[src/sv/hbct_pkg.sv]
// hbct_pkg: shared types and constants for the hashed buffer cache tag store
// no dependencies
package hbct_pkg;

    localparam logic [1:0] REQ_GET     = 2'd0;
    localparam logic [1:0] REQ_RELEASE = 2'd1;
    localparam logic [1:0] REQ_PIN     = 2'd2;
    localparam logic [1:0] REQ_UNPIN   = 2'd3;

    localparam logic [1:0] ST_OK       = 2'd0;
    localparam logic [1:0] ST_NO_FREE  = 2'd1;
    localparam logic [1:0] ST_COUNT    = 2'd2;
    localparam logic [1:0] ST_RANGE    = 2'd3;

    localparam logic [5:0] LINK_NONE   = 6'd63;
    localparam logic [7:0] COUNT_MAX   = 8'd255;

    typedef enum logic [3:0] {
        S_IDLE,
        S_HASH,
        S_START_TAG,
        S_SCAN_TAG,
        S_START_FREE,
        S_SCAN_FREE,
        S_START_STEAL,
        S_SCAN_STEAL,
        S_RELINK,
        S_ADJUST,
        S_DONE
    } state_t;

    // commands from controller to datapath
    typedef struct packed {
        logic capture;      // latch request fields
        logic hash_step;    // one step of block modulo bucket count
        logic load_head;    // cur <= head of selected bucket
        logic sel_steal;    // bucket select uses steal counter
        logic advance;      // cur <= next_link[cur]
        logic steal_clr;    // steal bucket <= 0
        logic steal_inc;    // steal bucket++
        logic do_hit;       // count++ and mark valid on cur unless count is at max
        logic do_claim;     // claim cur for request
        logic do_relink;    // unlink cur from steal bucket, push on target
        logic do_adjust;    // release, pin or unpin
        logic set_nofree;   // result: no free buffer
        logic out_load;     // present result
    } cmd_t;

    // status from datapath to controller
    typedef struct packed {
        logic hash_done;
        logic cur_end;      // cur is end of list or step limit reached
        logic tag_match;
        logic cnt_zero;
        logic steal_last;
        logic is_get;
        logic out_busy;
    } stat_t;

endpackage

[src/sv/hbct_ctrl.sv]
// hbct_ctrl: sequencer for get scans, steal walk and count adjustments
// depends on hbct_pkg
module hbct_ctrl (
    input  logic           clk,
    input  logic           rst_n,
    input  logic           in_valid,
    output logic           in_ready,
    input  hbct_pkg::stat_t st,
    output hbct_pkg::cmd_t  cmd
);
    hbct_pkg::state_t state_reg, state_next;

    // state register
    always_ff @(posedge clk or negedge rst_n)
    begin
        if (!rst_n)
            state_reg <= hbct_pkg::S_IDLE;
        else
            state_reg <= state_next;
    end

    // next state and commands
    always_comb
    begin
        state_next = state_reg;
        cmd = '0;
        in_ready = 1'b0;
        case (state_reg)
            hbct_pkg::S_IDLE:
            begin
                // take a new request once the previous transaction has left
                in_ready = !st.out_busy;
                if (in_valid && !st.out_busy)
                begin
                    cmd.capture = 1'b1;
                    state_next = hbct_pkg::S_HASH;
                end
            end
            hbct_pkg::S_HASH:
            begin
                if (!st.is_get)
                    state_next = hbct_pkg::S_ADJUST;
                else if (st.hash_done)
                    state_next = hbct_pkg::S_START_TAG;
                else
                    cmd.hash_step = 1'b1;
            end
            hbct_pkg::S_START_TAG:
            begin
                cmd.load_head = 1'b1;
                state_next = hbct_pkg::S_SCAN_TAG;
            end
            hbct_pkg::S_SCAN_TAG:
            begin
                if (st.cur_end)
                    state_next = hbct_pkg::S_START_FREE;
                else if (st.tag_match)
                begin
                    cmd.do_hit = 1'b1;
                    state_next = hbct_pkg::S_DONE;
                end
                else
                    cmd.advance = 1'b1;
            end
            hbct_pkg::S_START_FREE:
            begin
                cmd.load_head = 1'b1;
                state_next = hbct_pkg::S_SCAN_FREE;
            end
            hbct_pkg::S_SCAN_FREE:
            begin
                if (st.cur_end)
                begin
                    cmd.steal_clr = 1'b1;
                    state_next = hbct_pkg::S_START_STEAL;
                end
                else if (st.cnt_zero)
                begin
                    cmd.do_claim = 1'b1;
                    state_next = hbct_pkg::S_DONE;
                end
                else
                    cmd.advance = 1'b1;
            end
            hbct_pkg::S_START_STEAL:
            begin
                cmd.load_head = 1'b1;
                cmd.sel_steal = 1'b1;
                state_next = hbct_pkg::S_SCAN_STEAL;
            end
            hbct_pkg::S_SCAN_STEAL:
            begin
                if (st.cur_end)
                begin
                    if (st.steal_last)
                    begin
                        cmd.set_nofree = 1'b1;
                        state_next = hbct_pkg::S_DONE;
                    end
                    else
                    begin
                        cmd.steal_inc = 1'b1;
                        state_next = hbct_pkg::S_START_STEAL;
                    end
                end
                else if (st.cnt_zero)
                begin
                    cmd.do_claim = 1'b1;
                    state_next = hbct_pkg::S_RELINK;
                end
                else
                    cmd.advance = 1'b1;
            end
            hbct_pkg::S_RELINK:
            begin
                cmd.do_relink = 1'b1;
                state_next = hbct_pkg::S_DONE;
            end
            hbct_pkg::S_ADJUST:
            begin
                cmd.do_adjust = 1'b1;
                state_next = hbct_pkg::S_DONE;
            end
            hbct_pkg::S_DONE:
            begin
                if (!st.out_busy)
                begin
                    cmd.out_load = 1'b1;
                    state_next = hbct_pkg::S_IDLE;
                end
            end
            default:
                state_next = hbct_pkg::S_IDLE;
        endcase
    end
endmodule

[config.mk]
export PLATFORM = sky130hd
export DESIGN_NAME = hbct_ctrl
export DESIGN_NICKNAME = d
export VERILOG_FILES = /design/src/sv/hbct_pkg.sv /design/src/sv/hbct_ctrl.sv
export SDC_FILE = /design/constraint.sdc
export NUM_CORES = 1
export LEC_CHECK = 0
export ABC_CLOCK_PERIOD_IN_PS = 1550
export BUFFER_PORTS_ARGS = -buffer_cell sky130_fd_sc_hd__buf_2
export CAP_MARGIN = 15
export CORE_AREA = 2 2 39 41
export CTS_CLUSTER_DIAMETER = 200
export DETAILED_ROUTE_END_ITERATION = 12
export DIE_AREA = 0 0 41 43
export PLACE_DENSITY = 0.66
export SYNTH_ARGS = -nofsm -noshare
export SYNTH_HDL_FRONTEND = slang
export SYNTH_SLANG_ARGS = --single-unit
[constraint.sdc]
create_clock -name clk -period 1.55 [get_ports clk]
set_clock_uncertainty 0.15 [all_clocks]
set_input_delay 0.3875 -clock clk [delete_from_list [all_inputs] [get_ports clk]]
set_output_delay 0.3875 -clock clk [all_outputs]
set_load 0.005 [all_outputs]
==> flow_results.xml, run 1 <==
<?xml version="1.0" encoding="UTF-8"?>
<metrics>
  <group name="setup_path">
    <metric name="crit_type" unit="">reg2out</metric>
    <metric name="endpoint_kind" unit="">output port</metric>
    <metric name="timing.critical_path.required" unit="ns">1.01</metric>
    <metric name="crit_path_cell_trace" unit="">or4_4 &gt; nor2_4 &gt; and2_1 &gt; buf_2</metric>
    <metric name="critical-path-slowest-cell" unit="">or4_4</metric>
    <metric name="max_stage_delay" unit="ns">0.56</metric>
    <metric name="cp_max_fo" unit="">2</metric>
    <metric name="worst-endpoint-arrival" unit="ns">1.48</metric>
    <metric name="worstSetupStartpointType" unit="">flip-flop</metric>
  </group>
  <group name="grt">
    <metric name="grt_most_used_layer" unit="">met2</metric>
    <metric name="met2_use_gr" unit="%">39.7</metric>
    <metric name="grt_overflow" unit="">0</metric>
    <metric name="gr-usage-met1" unit="%">31.5</metric>
    <metric name="first_global_vias" unit="">667</metric>
    <metric name="globalRouteTotalUtil" unit="%">24.7</metric>
    <metric name="gr-usage-met3" unit="%">3.14</metric>
    <metric name="grt_first_pass_wirelength" unit="mm">2.97</metric>
    <metric name="pin_count_of_the_biggest_net_entering_global_routing" unit="">15</metric>
    <metric name="initial_antenna_violation_count" unit="">0</metric>
  </group>
  <group name="floorplanning">
    <metric name="num_ports" unit="">24</metric>
    <metric name="dieWidth" unit="um">41</metric>
    <metric name="initial_core_util" unit="%">32.8</metric>
    <metric name="die_height" unit="um">43</metric>
    <metric name="core.rowCount" unit="">14</metric>
    <metric name="die_area" unit="um2">1760</metric>
    <metric name="fp.coreArea" unit="um2">1380</metric>
  </group>
  <group name="pwr">
    <metric name="pwr_density_cell" unit="nW/um2">1690</metric>
    <metric name="pleak" unit="uW">0.000470</metric>
    <metric name="largest_vdd_supply_drop" unit="mV">0.726</metric>
  </group>
  <group name="layout">
    <metric name="area_delta_synth_final" unit="%">114</metric>
    <metric name="multiInputGateArea" unit="um2">450</metric>
    <metric name="fin_nets" unit="">124</metric>
    <metric name="layout.filler_cells" unit="">117</metric>
    <metric name="final_area" unit="um2">972</metric>
    <metric name="seqCellArea" unit="um2">100</metric>
    <metric name="n_antenna_cell" unit="">0</metric>
    <metric name="flip_flop_count_of_the_largest_register_after_layout" unit="">4</metric>
    <metric name="finalCoreUtilization" unit="%">70.3</metric>
    <metric name="drive_above_1_share" unit="%">71.4</metric>
  </group>
  <group name="logic_synthesis">
    <metric name="yosysSeqAreaShare" unit="%">22.0</metric>
    <metric name="post_synth_fa_ha_maj_area_fraction" unit="%">0</metric>
    <metric name="fraction_of_the_mapped_netlist_area_in_compound_gates" unit="%">23.4</metric>
    <metric name="library_cell_with_the_highest_instance_count_after_synthesis" unit="">nor2_1</metric>
    <metric name="synth_xor_xnor_area_share" unit="%">1.93</metric>
    <metric name="synth.top_cells.by_area" unit="">dfrtp_1 (22%), nor2_1 (7.4%), nor3b_1 (6.6%), nor3_1 (5.5%), o31ai_1 (5.0%)</metric>
    <metric name="synthesis.area_per_instance" unit="um2">7.33</metric>
    <metric name="ys_types" unit="">30</metric>
    <metric name="synth_flop_cell" unit="">dfrtp_1</metric>
    <metric name="post_synth_mux_area_share" unit="%">0</metric>
    <metric name="mappedNetlistNets" unit="">72</metric>
    <metric name="synth.top_cell.area_share" unit="%">22.0</metric>
    <metric name="syn-cell-area" unit="um2">454</metric>
    <metric name="area_fraction_in_and_or_nand_and_nor_cells_after_synthesis" unit="%">45.5</metric>
    <metric name="synth_commonest_cells" unit="">nor2_1 (9), nor3_1 (5), dfrtp_1 (4), nand2_1 (4), nor3b_1 (4)</metric>
    <metric name="synth_warnings" unit="">0</metric>
    <metric name="synth_edf_count" unit="">0</metric>
    <metric name="postSynth.asyncResetShare" unit="%">100</metric>
    <metric name="synth_seq_cells" unit="">4</metric>
    <metric name="netlist_instances" unit="">62</metric>
    <metric name="yosysTopAreaCell" unit="">dfrtp_1</metric>
    <metric name="dominant_combinational_cell_family_by_area_after_synthesis" unit="">simple AND/OR/NAND/NOR gates</metric>
  </group>
  <group name="run">
    <metric name="max_cap_viol_count" unit="">0</metric>
  </group>
  <group name="timing">
    <metric name="timing.final.hold_violations" unit="">0</metric>
    <metric name="final.period_utilization" unit="%">130</metric>
    <metric name="timing.slew.headroom" unit="%">78.8</metric>
    <metric name="worst_pin_slew" unit="ns">0.315</metric>
    <metric name="finalSetupViolations" unit="">17</metric>
    <metric name="fin_setup_tns" unit="ns">-5.91</metric>
    <metric name="timing.fmax" unit="GHz">0.496</metric>
    <metric name="grt_setup_unrepaired" unit="">true</metric>
    <metric name="drv_slew" unit="">0</metric>
    <metric name="post_layout_minimum_cycle_time" unit="ns">2.01</metric>
    <metric name="final.setup.worst_slack" unit="ns">-0.465</metric>
  </group>
  <group name="drt">
    <metric name="drc_errors" unit="">0</metric>
    <metric name="final_antenna_net_count" unit="">0</metric>
    <metric name="drtPass1Iterations" unit="">4</metric>
    <metric name="post_drt_via_cell_ratio" unit="">5.40</metric>
    <metric name="final_wirelength" unit="mm">1.92</metric>
    <metric name="num_vias" unit="">691</metric>
    <metric name="post_drt_wl_per_cell" unit="um">15.0</metric>
    <metric name="first_iter_violations" unit="">25</metric>
  </group>
  <group name="placement">
    <metric name="placed_cell_area" unit="um2">722</metric>
    <metric name="gp_congestion" unit="">0.805</metric>
    <metric name="detailed_place_hpwl" unit="mm">1.10</metric>
    <metric name="placement.setup.worst_slack" unit="ns">-0.222</metric>
    <metric name="port-buffer-count" unit="">23</metric>
  </group>
  <group name="clock_tree">
    <metric name="cts.htree.levels" unit="">1</metric>
    <metric name="cts-root-buf" unit="">clkbuf_4</metric>
    <metric name="clock_insertion_delay_worst_skew" unit="ns">0.25</metric>
    <metric name="max-clock-path-buffers" unit="">2</metric>
    <metric name="path_clk_slew" unit="ns">0.04</metric>
    <metric name="clock_sinks" unit="">4</metric>
    <metric name="cts_tree" unit="">yes</metric>
    <metric name="cts_inserted_buffers" unit="">3</metric>
  </group>
  <group name="run_status">
    <metric name="violations_in_the_final_reports" unit="">negative setup slack</metric>
    <metric name="run_status" unit="">finished with violations</metric>
  </group>
  <group name="hold_path">
    <metric name="timing.hold.worst.class" unit="">in2async</metric>
  </group>
</metrics>
[critical path, delay by kind of cell, from the launching register on]
kind          cells  cell delay (ns)
flops             1             0.37
simple gates      3             0.77
buf+inv           1             0.10
[cell type report]
cell class,instances,share of cell area (%)
multi-input cells,51,46.3
repair buffers,52,38.2
flip-flops and latches,4,10.3
clock buffers,3,2.32
well taps,16,2.06
inverters,2,0.772
[layer usage]
metal | wire (um) | vias up
met3 | 129 | 12
met2 | 993 | 38
met4 | 87 | 0
met1 | 709 | 310
met5 | 0 | -
li1 | - | 331
[logic make-up after synthesis]
logic type | count (synthesis)
AO/OA/AOI/OAI | 14
flip-flops | 4
AND/OR/NAND/NOR | 36
XOR/XNOR | 1
buffers and inverters | 7
[path summary, 6_finish.rpt]
path	from	end	slack, ns	depth (start not counted)
max	state_reg[2]	cmd[12]	-0.46	4
min	rst_n	state_reg[1]	0.32	2
max reg2reg	state_reg[3]	state_reg[1]	-0.22	9
min reg2reg	state_reg[3]	state_reg[0]	0.67	4
max in group asynchronous	rst_n	state_reg[0]	0.81	2
min in group clk	st[3]	state_reg[2]	0.34	3
[metrics by stage]
step           instances  hold WS [ns]  power (uW)
3_5_place_dp         115        0.0439        1090
6_report             128         0.316        1650
2_1_floorplan         62       -0.0581         716
3_3_place_gp         115        0.0433        1070
5_1_grt              128         0.358        1760
4_1_cts              126         0.329        1460
[report_power, final]
| group | leakage (uW) | internal [uW] | switching (uW) | total, uW |
|---|---|---|---|---|
| Clock | 0.0000138 | 87.1 | 50.9 | 138 |
| Sequential | 0.0000497 | 154 | 39.1 | 193 |
| Combinational | 0.000406 | 685 | 629 | 1310 |
| Total | 0.000470 | 926 | 719 | 1650 |
[what timing repair did]
item                       CTS  global route
setup buffers                7             2
hold buffers                 1             0
gates resized for setup     19            15
hold endpoints to repair     4             0
setup endpoints to repair   17            17
pin swaps                    9             8
gates cloned                 0             0
[placed cells by master, fill, tap and decap left out, drive strengths merged, types with 2 or more instances in the layout]
cell type / netlist / routed
nor3: 5 / 5
inv: 2 / 2
nor3b: 4 / 4
nor4: 2 / 2
o31ai: 3 / 3
nand2: 4 / 4
nand2b: 2 / 2
clkbuf: 2 / 3
a21oi: 3 / 3
or3b: 3 / 3
dfrtp: 4 / 4
buf: 3 / 51
and3: 2 / 2
o21ai: 2 / 2
nor2: 9 / 9
(Power assumes the default switching activity.)
==> inputs of run 2 (changes only) <==
--- a/config.mk
+++ b/config.mk
@@ -12,7 +12,7 @@
 export CTS_CLUSTER_DIAMETER = 200
 export DETAILED_ROUTE_END_ITERATION = 12
 export DIE_AREA = 0 0 41 43
-export PLACE_DENSITY = 0.66
+export PLACE_DENSITY = 0.63
 export SYNTH_ARGS = -nofsm -noshare
 export SYNTH_HDL_FRONTEND = slang
 export SYNTH_SLANG_ARGS = --single-unit
==> flow_results.xml, run 2 (synthesized netlist as in run 1, its figures left out) <==
<?xml version="1.0" encoding="UTF-8"?>
<metrics>
  <group name="grt">
    <metric name="first_global_vias" unit="">740</metric>
    <metric name="initial_antenna_violation_count" unit="">0</metric>
    <metric name="grt_overflow" unit="">0</metric>
    <metric name="grt_first_pass_wirelength" unit="mm">3.22</metric>
    <metric name="globalRouteTotalUtil" unit="%">27.7</metric>
    <metric name="pin_count_of_the_biggest_net_entering_global_routing" unit="">13</metric>
  </group>
  <group name="setup_path">
    <metric name="cp_max_fo" unit="">3</metric>
    <metric name="worst_r2r_endpoint" unit="">state_reg[1]</metric>
    <metric name="rrSetupSlack" unit="ns">-0.35</metric>
    <metric name="reg2reg_depth" unit="">7</metric>
    <metric name="timing.critical_path.required" unit="ns">1.01</metric>
    <metric name="max_stage_delay" unit="ns">0.41</metric>
    <metric name="crit_path_cell_trace" unit="">buf_4 &gt; buf_4 &gt; or3b_4 &gt; a21oi_2 &gt; buf_2</metric>
    <metric name="critical-path-slowest-cell" unit="">or3b_4</metric>
    <metric name="crit_type" unit="">reg2out</metric>
    <metric name="endpoint_kind" unit="">output port</metric>
    <metric name="crit_path_frequent_cell" unit="">buf_4</metric>
    <metric name="worstReg2RegStart" unit="">state_reg[0]</metric>
    <metric name="worst-endpoint-arrival" unit="ns">1.52</metric>
    <metric name="worstSetupStartpointType" unit="">flip-flop</metric>
  </group>
  <group name="timing">
    <metric name="final.setup.worst_slack" unit="ns">-0.510</metric>
    <metric name="grt_setup_unrepaired" unit="">true</metric>
    <metric name="drv_slew" unit="">0</metric>
    <metric name="post_layout_minimum_cycle_time" unit="ns">2.06</metric>
    <metric name="timing.fmax" unit="GHz">0.485</metric>
    <metric name="final.period_utilization" unit="%">133</metric>
    <metric name="finalSetupViolations" unit="">17</metric>
    <metric name="fin_worst_hold_slack" unit="ns">0.291</metric>
    <metric name="timing.final.hold_violations" unit="">0</metric>
    <metric name="timing.slew.headroom" unit="%">73.4</metric>
    <metric name="worst_pin_slew" unit="ns">0.398</metric>
  </group>
  <group name="hold_path">
    <metric name="worstHoldPathCells" unit="">2</metric>
    <metric name="hold_end" unit="">state_reg[3]</metric>
    <metric name="timing.hold.worst.class" unit="">in2reg</metric>
    <metric name="worst_hold_startpoint" unit="">st[0]</metric>
  </group>
  <group name="clock_tree">
    <metric name="cts.htree.levels" unit="">1</metric>
    <metric name="cts-root-buf" unit="">clkbuf_4</metric>
    <metric name="path_clk_slew" unit="ns">0.04</metric>
    <metric name="clock_insertion_delay_worst_skew" unit="ns">0.25</metric>
    <metric name="max-clock-path-buffers" unit="">2</metric>
    <metric name="clock_sinks" unit="">4</metric>
    <metric name="cts_inserted_buffers" unit="">3</metric>
    <metric name="cts_tree" unit="">yes</metric>
  </group>
  <group name="drt">
    <metric name="drtPass1Iterations" unit="">4</metric>
    <metric name="num_vias" unit="">788</metric>
    <metric name="final_antenna_net_count" unit="">0</metric>
    <metric name="post_drt_wl_per_cell" unit="um">16.9</metric>
    <metric name="final_wirelength" unit="mm">2.30</metric>
    <metric name="first_iter_violations" unit="">20</metric>
    <metric name="drc_errors" unit="">0</metric>
    <metric name="post_drt_via_cell_ratio" unit="">5.79</metric>
  </group>
  <group name="placement">
    <metric name="detailed_place_hpwl" unit="mm">1.19</metric>
    <metric name="placement.setup.worst_slack" unit="ns">-0.243</metric>
    <metric name="count_of_placed_standard_cells_including_taps" unit="">119</metric>
    <metric name="port-buffer-count" unit="">23</metric>
    <metric name="gp_congestion" unit="">0.790</metric>
  </group>
  <group name="floorplanning">
    <metric name="fp.coreArea" unit="um2">1380</metric>
    <metric name="die_area" unit="um2">1760</metric>
    <metric name="num_ports" unit="">24</metric>
    <metric name="die_height" unit="um">43</metric>
    <metric name="core.rowCount" unit="">14</metric>
    <metric name="dieWidth" unit="um">41</metric>
    <metric name="initial_core_util" unit="%">32.8</metric>
  </group>
  <group name="pwr">
    <metric name="largest_vdd_supply_drop" unit="mV">1.08</metric>
    <metric name="pwr_density_cell" unit="nW/um2">1830</metric>
    <metric name="power" unit="uW">1980</metric>
    <metric name="pleak" unit="uW">0.000517</metric>
  </group>
  <group name="layout">
    <metric name="flip_flop_count_of_the_largest_register_after_layout" unit="">4</metric>
    <metric name="fin_nets" unit="">132</metric>
    <metric name="most_frequent_cells_in_the_layout" unit="">buf_4 (22), buf_2 (21), buf_6 (16), dfrtp_1 (4)</metric>
    <metric name="n_antenna_cell" unit="">0</metric>
    <metric name="finalCoreUtilization" unit="%">78.0</metric>
    <metric name="drive_above_1_share" unit="%">75.8</metric>
    <metric name="post_layout_nonfiller_instances" unit="">136</metric>
    <metric name="area_delta_synth_final" unit="%">138</metric>
    <metric name="mostFrequentLayoutCell" unit="">buf_4</metric>
    <metric name="layout.filler_cells" unit="">86</metric>
  </group>
  <group name="run_status">
    <metric name="violations_in_the_final_reports" unit="">negative setup slack</metric>
    <metric name="run_status" unit="">finished with violations</metric>
  </group>
  <group name="run">
    <metric name="max_cap_viol_count" unit="">0</metric>
  </group>
</metrics>
[run 2: how the worst max path moves through the flow]
stage	startpoint	to	slack, ns
2_1_floorplan	state_reg[2]	cmd[12]	-0.20
3_3_place_gp	state_reg[2]	cmd[12]	-0.21
3_5_place_dp	state_reg[2]	cmd[12]	-0.24
4_1_cts	state_reg[0]	cmd[12]	-0.49
5_1_grt	state_reg[0]	cmd[8]	-0.58
6_report	state_reg[0]	cmd[8]	-0.51
[run 2: worst max-delay path, delay by kind of cell (launching register included)]
kind            cells  cell delay, ns
compound gates      1            0.13
buf+inv             3            0.37
simple gates        1            0.41
flops               1            0.36
[run 2: metrics by stage]
step                TNS [ns]  cell area [um2]
floorplan             -0.430              469
global placement       -1.66              752
detailed placement     -1.82              752
CTS                    -5.11              993
global route           -7.11             1080
finish                 -6.20             1080
[run 2: layout make-up]
class	count	area (um2)	area share, %
clock buffers	3	22.5	2.09
repair buffers	60	460	42.6
inverters	2	10.0	0.927
well taps	16	20.0	1.85
flip-flops and latches	4	100	9.27
multi-input cells	51	467	43.2
[run 2: report_power, final]
group	internal, uW	switching [uW]
logic	878	749
registers	154	49.6
clock network	87.6	57.6
[run 2: metal layers]
layer,global-route usage (%),vias up,routed length (um)
met1,29.0,391,873
met3,6.28,12,104
li1,-,346,-
met2,47.2,39,1240
met5,0,-,0
met4,15.3,0,84
[run 2: timing repair]
item / CTS / global route
hold buffers: 1 / 0
endpoints found under the setup margin: 17 / 17
setup buffers: 13 / 4
hold endpoints to repair: 4 / 0
resized for setup: 30 / 18
pin swaps: 15 / 9
==> inputs of run 3 (changes only) <==
==> config.mk (replaced) <==
export PLATFORM = sky130hd
export DESIGN_NAME = hbct_ctrl
export DESIGN_NICKNAME = d
export VERILOG_FILES = /design/src/sv/hbct_pkg.sv /design/src/sv/hbct_ctrl.sv
export SDC_FILE = /design/constraint.sdc
export NUM_CORES = 1
export LEC_CHECK = 0
export ABC_CLOCK_PERIOD_IN_PS = 1950
export BUFFER_PORTS_ARGS = -buffer_cell sky130_fd_sc_hd__buf_2
export CAP_MARGIN = 15
export CORE_AREA = 2 2 39 41
export CTS_CLUSTER_DIAMETER = 150
export DETAILED_ROUTE_END_ITERATION = 12
export DIE_AREA = 0 0 41 43
export PLACE_DENSITY = 0.6
export SYNTH_ARGS = -nofsm -noshare
export SYNTH_HDL_FRONTEND = slang
export SYNTH_SLANG_ARGS = --single-unit
==> constraint.sdc (replaced) <==
create_clock -name clk -period 1.95 [get_ports clk]
set_clock_uncertainty 0.15 [all_clocks]
set_input_delay 0.4875 -clock clk [delete_from_list [all_inputs] [get_ports clk]]
set_output_delay 0.4875 -clock clk [all_outputs]
set_load 0.005 [all_outputs]
==> flow_results.xml, run 3 (synthesized netlist as in run 1, its figures left out) <==
<?xml version="1.0" encoding="UTF-8"?>
<metrics>
  <group name="run_status">
    <metric name="run_status" unit="">finished with violations</metric>
    <metric name="violations_in_the_final_reports" unit="">negative setup slack</metric>
  </group>
  <group name="drt">
    <metric name="first_iter_violations" unit="">4</metric>
    <metric name="final_antenna_net_count" unit="">0</metric>
    <metric name="drc_errors" unit="">0</metric>
    <metric name="final_wirelength" unit="mm">1.97</metric>
    <metric name="num_vias" unit="">703</metric>
    <metric name="post_drt_via_cell_ratio" unit="">5.33</metric>
    <metric name="drtPass1Iterations" unit="">4</metric>
    <metric name="post_drt_wl_per_cell" unit="um">14.9</metric>
  </group>
  <group name="timing">
    <metric name="timing.final.hold_violations" unit="">0</metric>
    <metric name="timing.fmax" unit="GHz">0.467</metric>
    <metric name="fin_setup_tns" unit="ns">-0.886</metric>
    <metric name="drv_slew" unit="">0</metric>
    <metric name="final.period_utilization" unit="%">110</metric>
    <metric name="timing.slew.headroom" unit="%">66.4</metric>
    <metric name="worst_pin_slew" unit="ns">0.491</metric>
    <metric name="final.setup.worst_slack" unit="ns">-0.193</metric>
    <metric name="post_layout_minimum_cycle_time" unit="ns">2.14</metric>
    <metric name="finalSetupViolations" unit="">12</metric>
    <metric name="grt_setup_unrepaired" unit="">true</metric>
  </group>
  <group name="floorplanning">
    <metric name="fp.coreArea" unit="um2">1380</metric>
    <metric name="dieWidth" unit="um">41</metric>
    <metric name="initial_core_util" unit="%">32.8</metric>
    <metric name="die_area" unit="um2">1760</metric>
    <metric name="num_ports" unit="">24</metric>
    <metric name="core.rowCount" unit="">14</metric>
    <metric name="die_height" unit="um">43</metric>
  </group>
  <group name="grt">
    <metric name="grt_first_pass_wirelength" unit="mm">2.57</metric>
    <metric name="globalRouteTotalUtil" unit="%">20.4</metric>
    <metric name="initial_antenna_violation_count" unit="">0</metric>
    <metric name="first_global_vias" unit="">610</metric>
    <metric name="pin_count_of_the_biggest_net_entering_global_routing" unit="">15</metric>
    <metric name="grt_overflow" unit="">0</metric>
  </group>
  <group name="hold_path">
    <metric name="worstHoldPathCells" unit="">3</metric>
    <metric name="timing.hold.worst.class" unit="">in2reg</metric>
    <metric name="hold_end" unit="">state_reg[2]</metric>
    <metric name="worst_hold_startpoint" unit="">st[3]</metric>
  </group>
  <group name="clock_tree">
    <metric name="path_clk_slew" unit="ns">0.04</metric>
    <metric name="clock_sinks" unit="">4</metric>
    <metric name="cts-root-buf" unit="">clkbuf_4</metric>
    <metric name="cts_tree" unit="">yes</metric>
    <metric name="cts_inserted_buffers" unit="">3</metric>
    <metric name="max-clock-path-buffers" unit="">2</metric>
    <metric name="clock_insertion_delay_worst_skew" unit="ns">0.24</metric>
    <metric name="cts.htree.levels" unit="">1</metric>
  </group>
  <group name="setup_path">
    <metric name="critical_path.top_delay_family" unit="">simple AND/OR/NAND/NOR gates</metric>
    <metric name="crit_path_cell_trace" unit="">or4_4 &gt; nor2_4 &gt; and2_1 &gt; buf_2</metric>
    <metric name="reg2reg_depth" unit="">8</metric>
    <metric name="rrSetupSlack" unit="ns">0.05</metric>
    <metric name="critical-path-slowest-cell" unit="">or4_4</metric>
    <metric name="worstReg2RegStart" unit="">state_reg[1]</metric>
    <metric name="critical_path_buf_inv_count" unit="">1</metric>
    <metric name="worst-endpoint-arrival" unit="ns">1.51</metric>
    <metric name="crit_type" unit="">reg2out</metric>
    <metric name="endpoint_kind" unit="">output port</metric>
    <metric name="cp_max_fo" unit="">2</metric>
    <metric name="max_stage_delay" unit="ns">0.57</metric>
    <metric name="worstSetupStartpointType" unit="">flip-flop</metric>
    <metric name="timing.critical_path.required" unit="ns">1.31</metric>
    <metric name="worst_r2r_endpoint" unit="">state_reg[0]</metric>
  </group>
  <group name="layout">
    <metric name="n_antenna_cell" unit="">0</metric>
    <metric name="flip_flop_count_of_the_largest_register_after_layout" unit="">4</metric>
    <metric name="finalCoreUtilization" unit="%">72.6</metric>
    <metric name="drive_above_1_share" unit="%">70.7</metric>
    <metric name="most_frequent_cells_in_the_layout" unit="">buf_2 (22), buf_4 (22), buf_6 (8), nor2_1 (6), dfrtp_1 (4)</metric>
    <metric name="final_area" unit="um2">1000</metric>
    <metric name="fin_nets" unit="">128</metric>
    <metric name="area_delta_synth_final" unit="%">121</metric>
  </group>
  <group name="placement">
    <metric name="port-buffer-count" unit="">23</metric>
    <metric name="detailed_place_hpwl" unit="mm">1.01</metric>
    <metric name="placed_cell_area" unit="um2">624</metric>
    <metric name="gp_congestion" unit="">0.767</metric>
  </group>
  <group name="run">
    <metric name="max_cap_viol_count" unit="">0</metric>
  </group>
  <group name="pwr">
    <metric name="pwr_density_cell" unit="nW/um2">1450</metric>
    <metric name="pleak" unit="uW">0.000486</metric>
    <metric name="largest_vdd_supply_drop" unit="mV">0.670</metric>
  </group>
</metrics>
-- run 3: tightest hold or removal path, delay by kind of cell --
family,cells,cell delay [ns]
buf+inv,1,0.08
simple gates,2,0.20
-- run 3: power breakdown --
group | leakage [uW] | internal (uW) | switching, uW
sequential | 0.0000497 | 123 | 32.9
clock | 0.0000138 | 69.0 | 36.7
combinational | 0.000422 | 667 | 533
-- run 3: through the flow --
| stage | hold WS [ns] | total power [uW] | setup WS [ns] | cells |
|---|---|---|---|---|
| finish | 0.421 | 1460 | -0.193 | 132 |
| floorplan | 0.0419 | 551 | 0.0599 | 62 |
| global placement | 0.141 | 740 | 0.00591 | 104 |
| detailed placement | 0.146 | 748 | -0.00672 | 104 |
| CTS | 0.397 | 1120 | -0.173 | 120 |
| global route | 0.426 | 1560 | -0.263 | 132 |
-- run 3: worst max path at each step --
| stage | start | to | slack [ns] | cells past startpoint |
|---|---|---|---|---|
| global placement | st[5] | cmd[5] | 0.006 | 4 |
| CTS | state_reg[1] | cmd[12] | -0.17 | 4 |
| global route | state_reg[1] | cmd[12] | -0.26 | 4 |
| floorplan | state_reg[2] | cmd[12] | 0.06 | 3 |
| detailed placement | st[5] | cmd[5] | -0.007 | 4 |
| finish | state_reg[1] | cmd[12] | -0.19 | 4 |
-- run 3: metal layers --
metal | global-route usage, % | wire [um]
met4 | 4.67 | 43
met2 | 32.5 | 1080
met3 | 3.66 | 101
met1 | 27.2 | 741
met5 | 0 | 0
-- run 3: final cells by class --
type | instances | area, um2
clock buffers | 3 | 22.5
fillers | 103 | 379
inverters | 2 | 11.3
multi-input cells | 51 | 430
flip-flops and latches | 4 | 100
well taps | 16 | 20.0
repair buffers | 56 | 420
-- run 3: repair_timing --
| action | in CTS | in global routing |
|---|---|---|
| endpoints found under the setup margin | 12 | 15 |
| pin swaps | 12 | 9 |
| setup buffers | 12 | 13 |
| hold endpoints to repair | 4 | 0 |
| gates resized for setup | 20 | 21 |
| hold buffers | 1 | 0 |
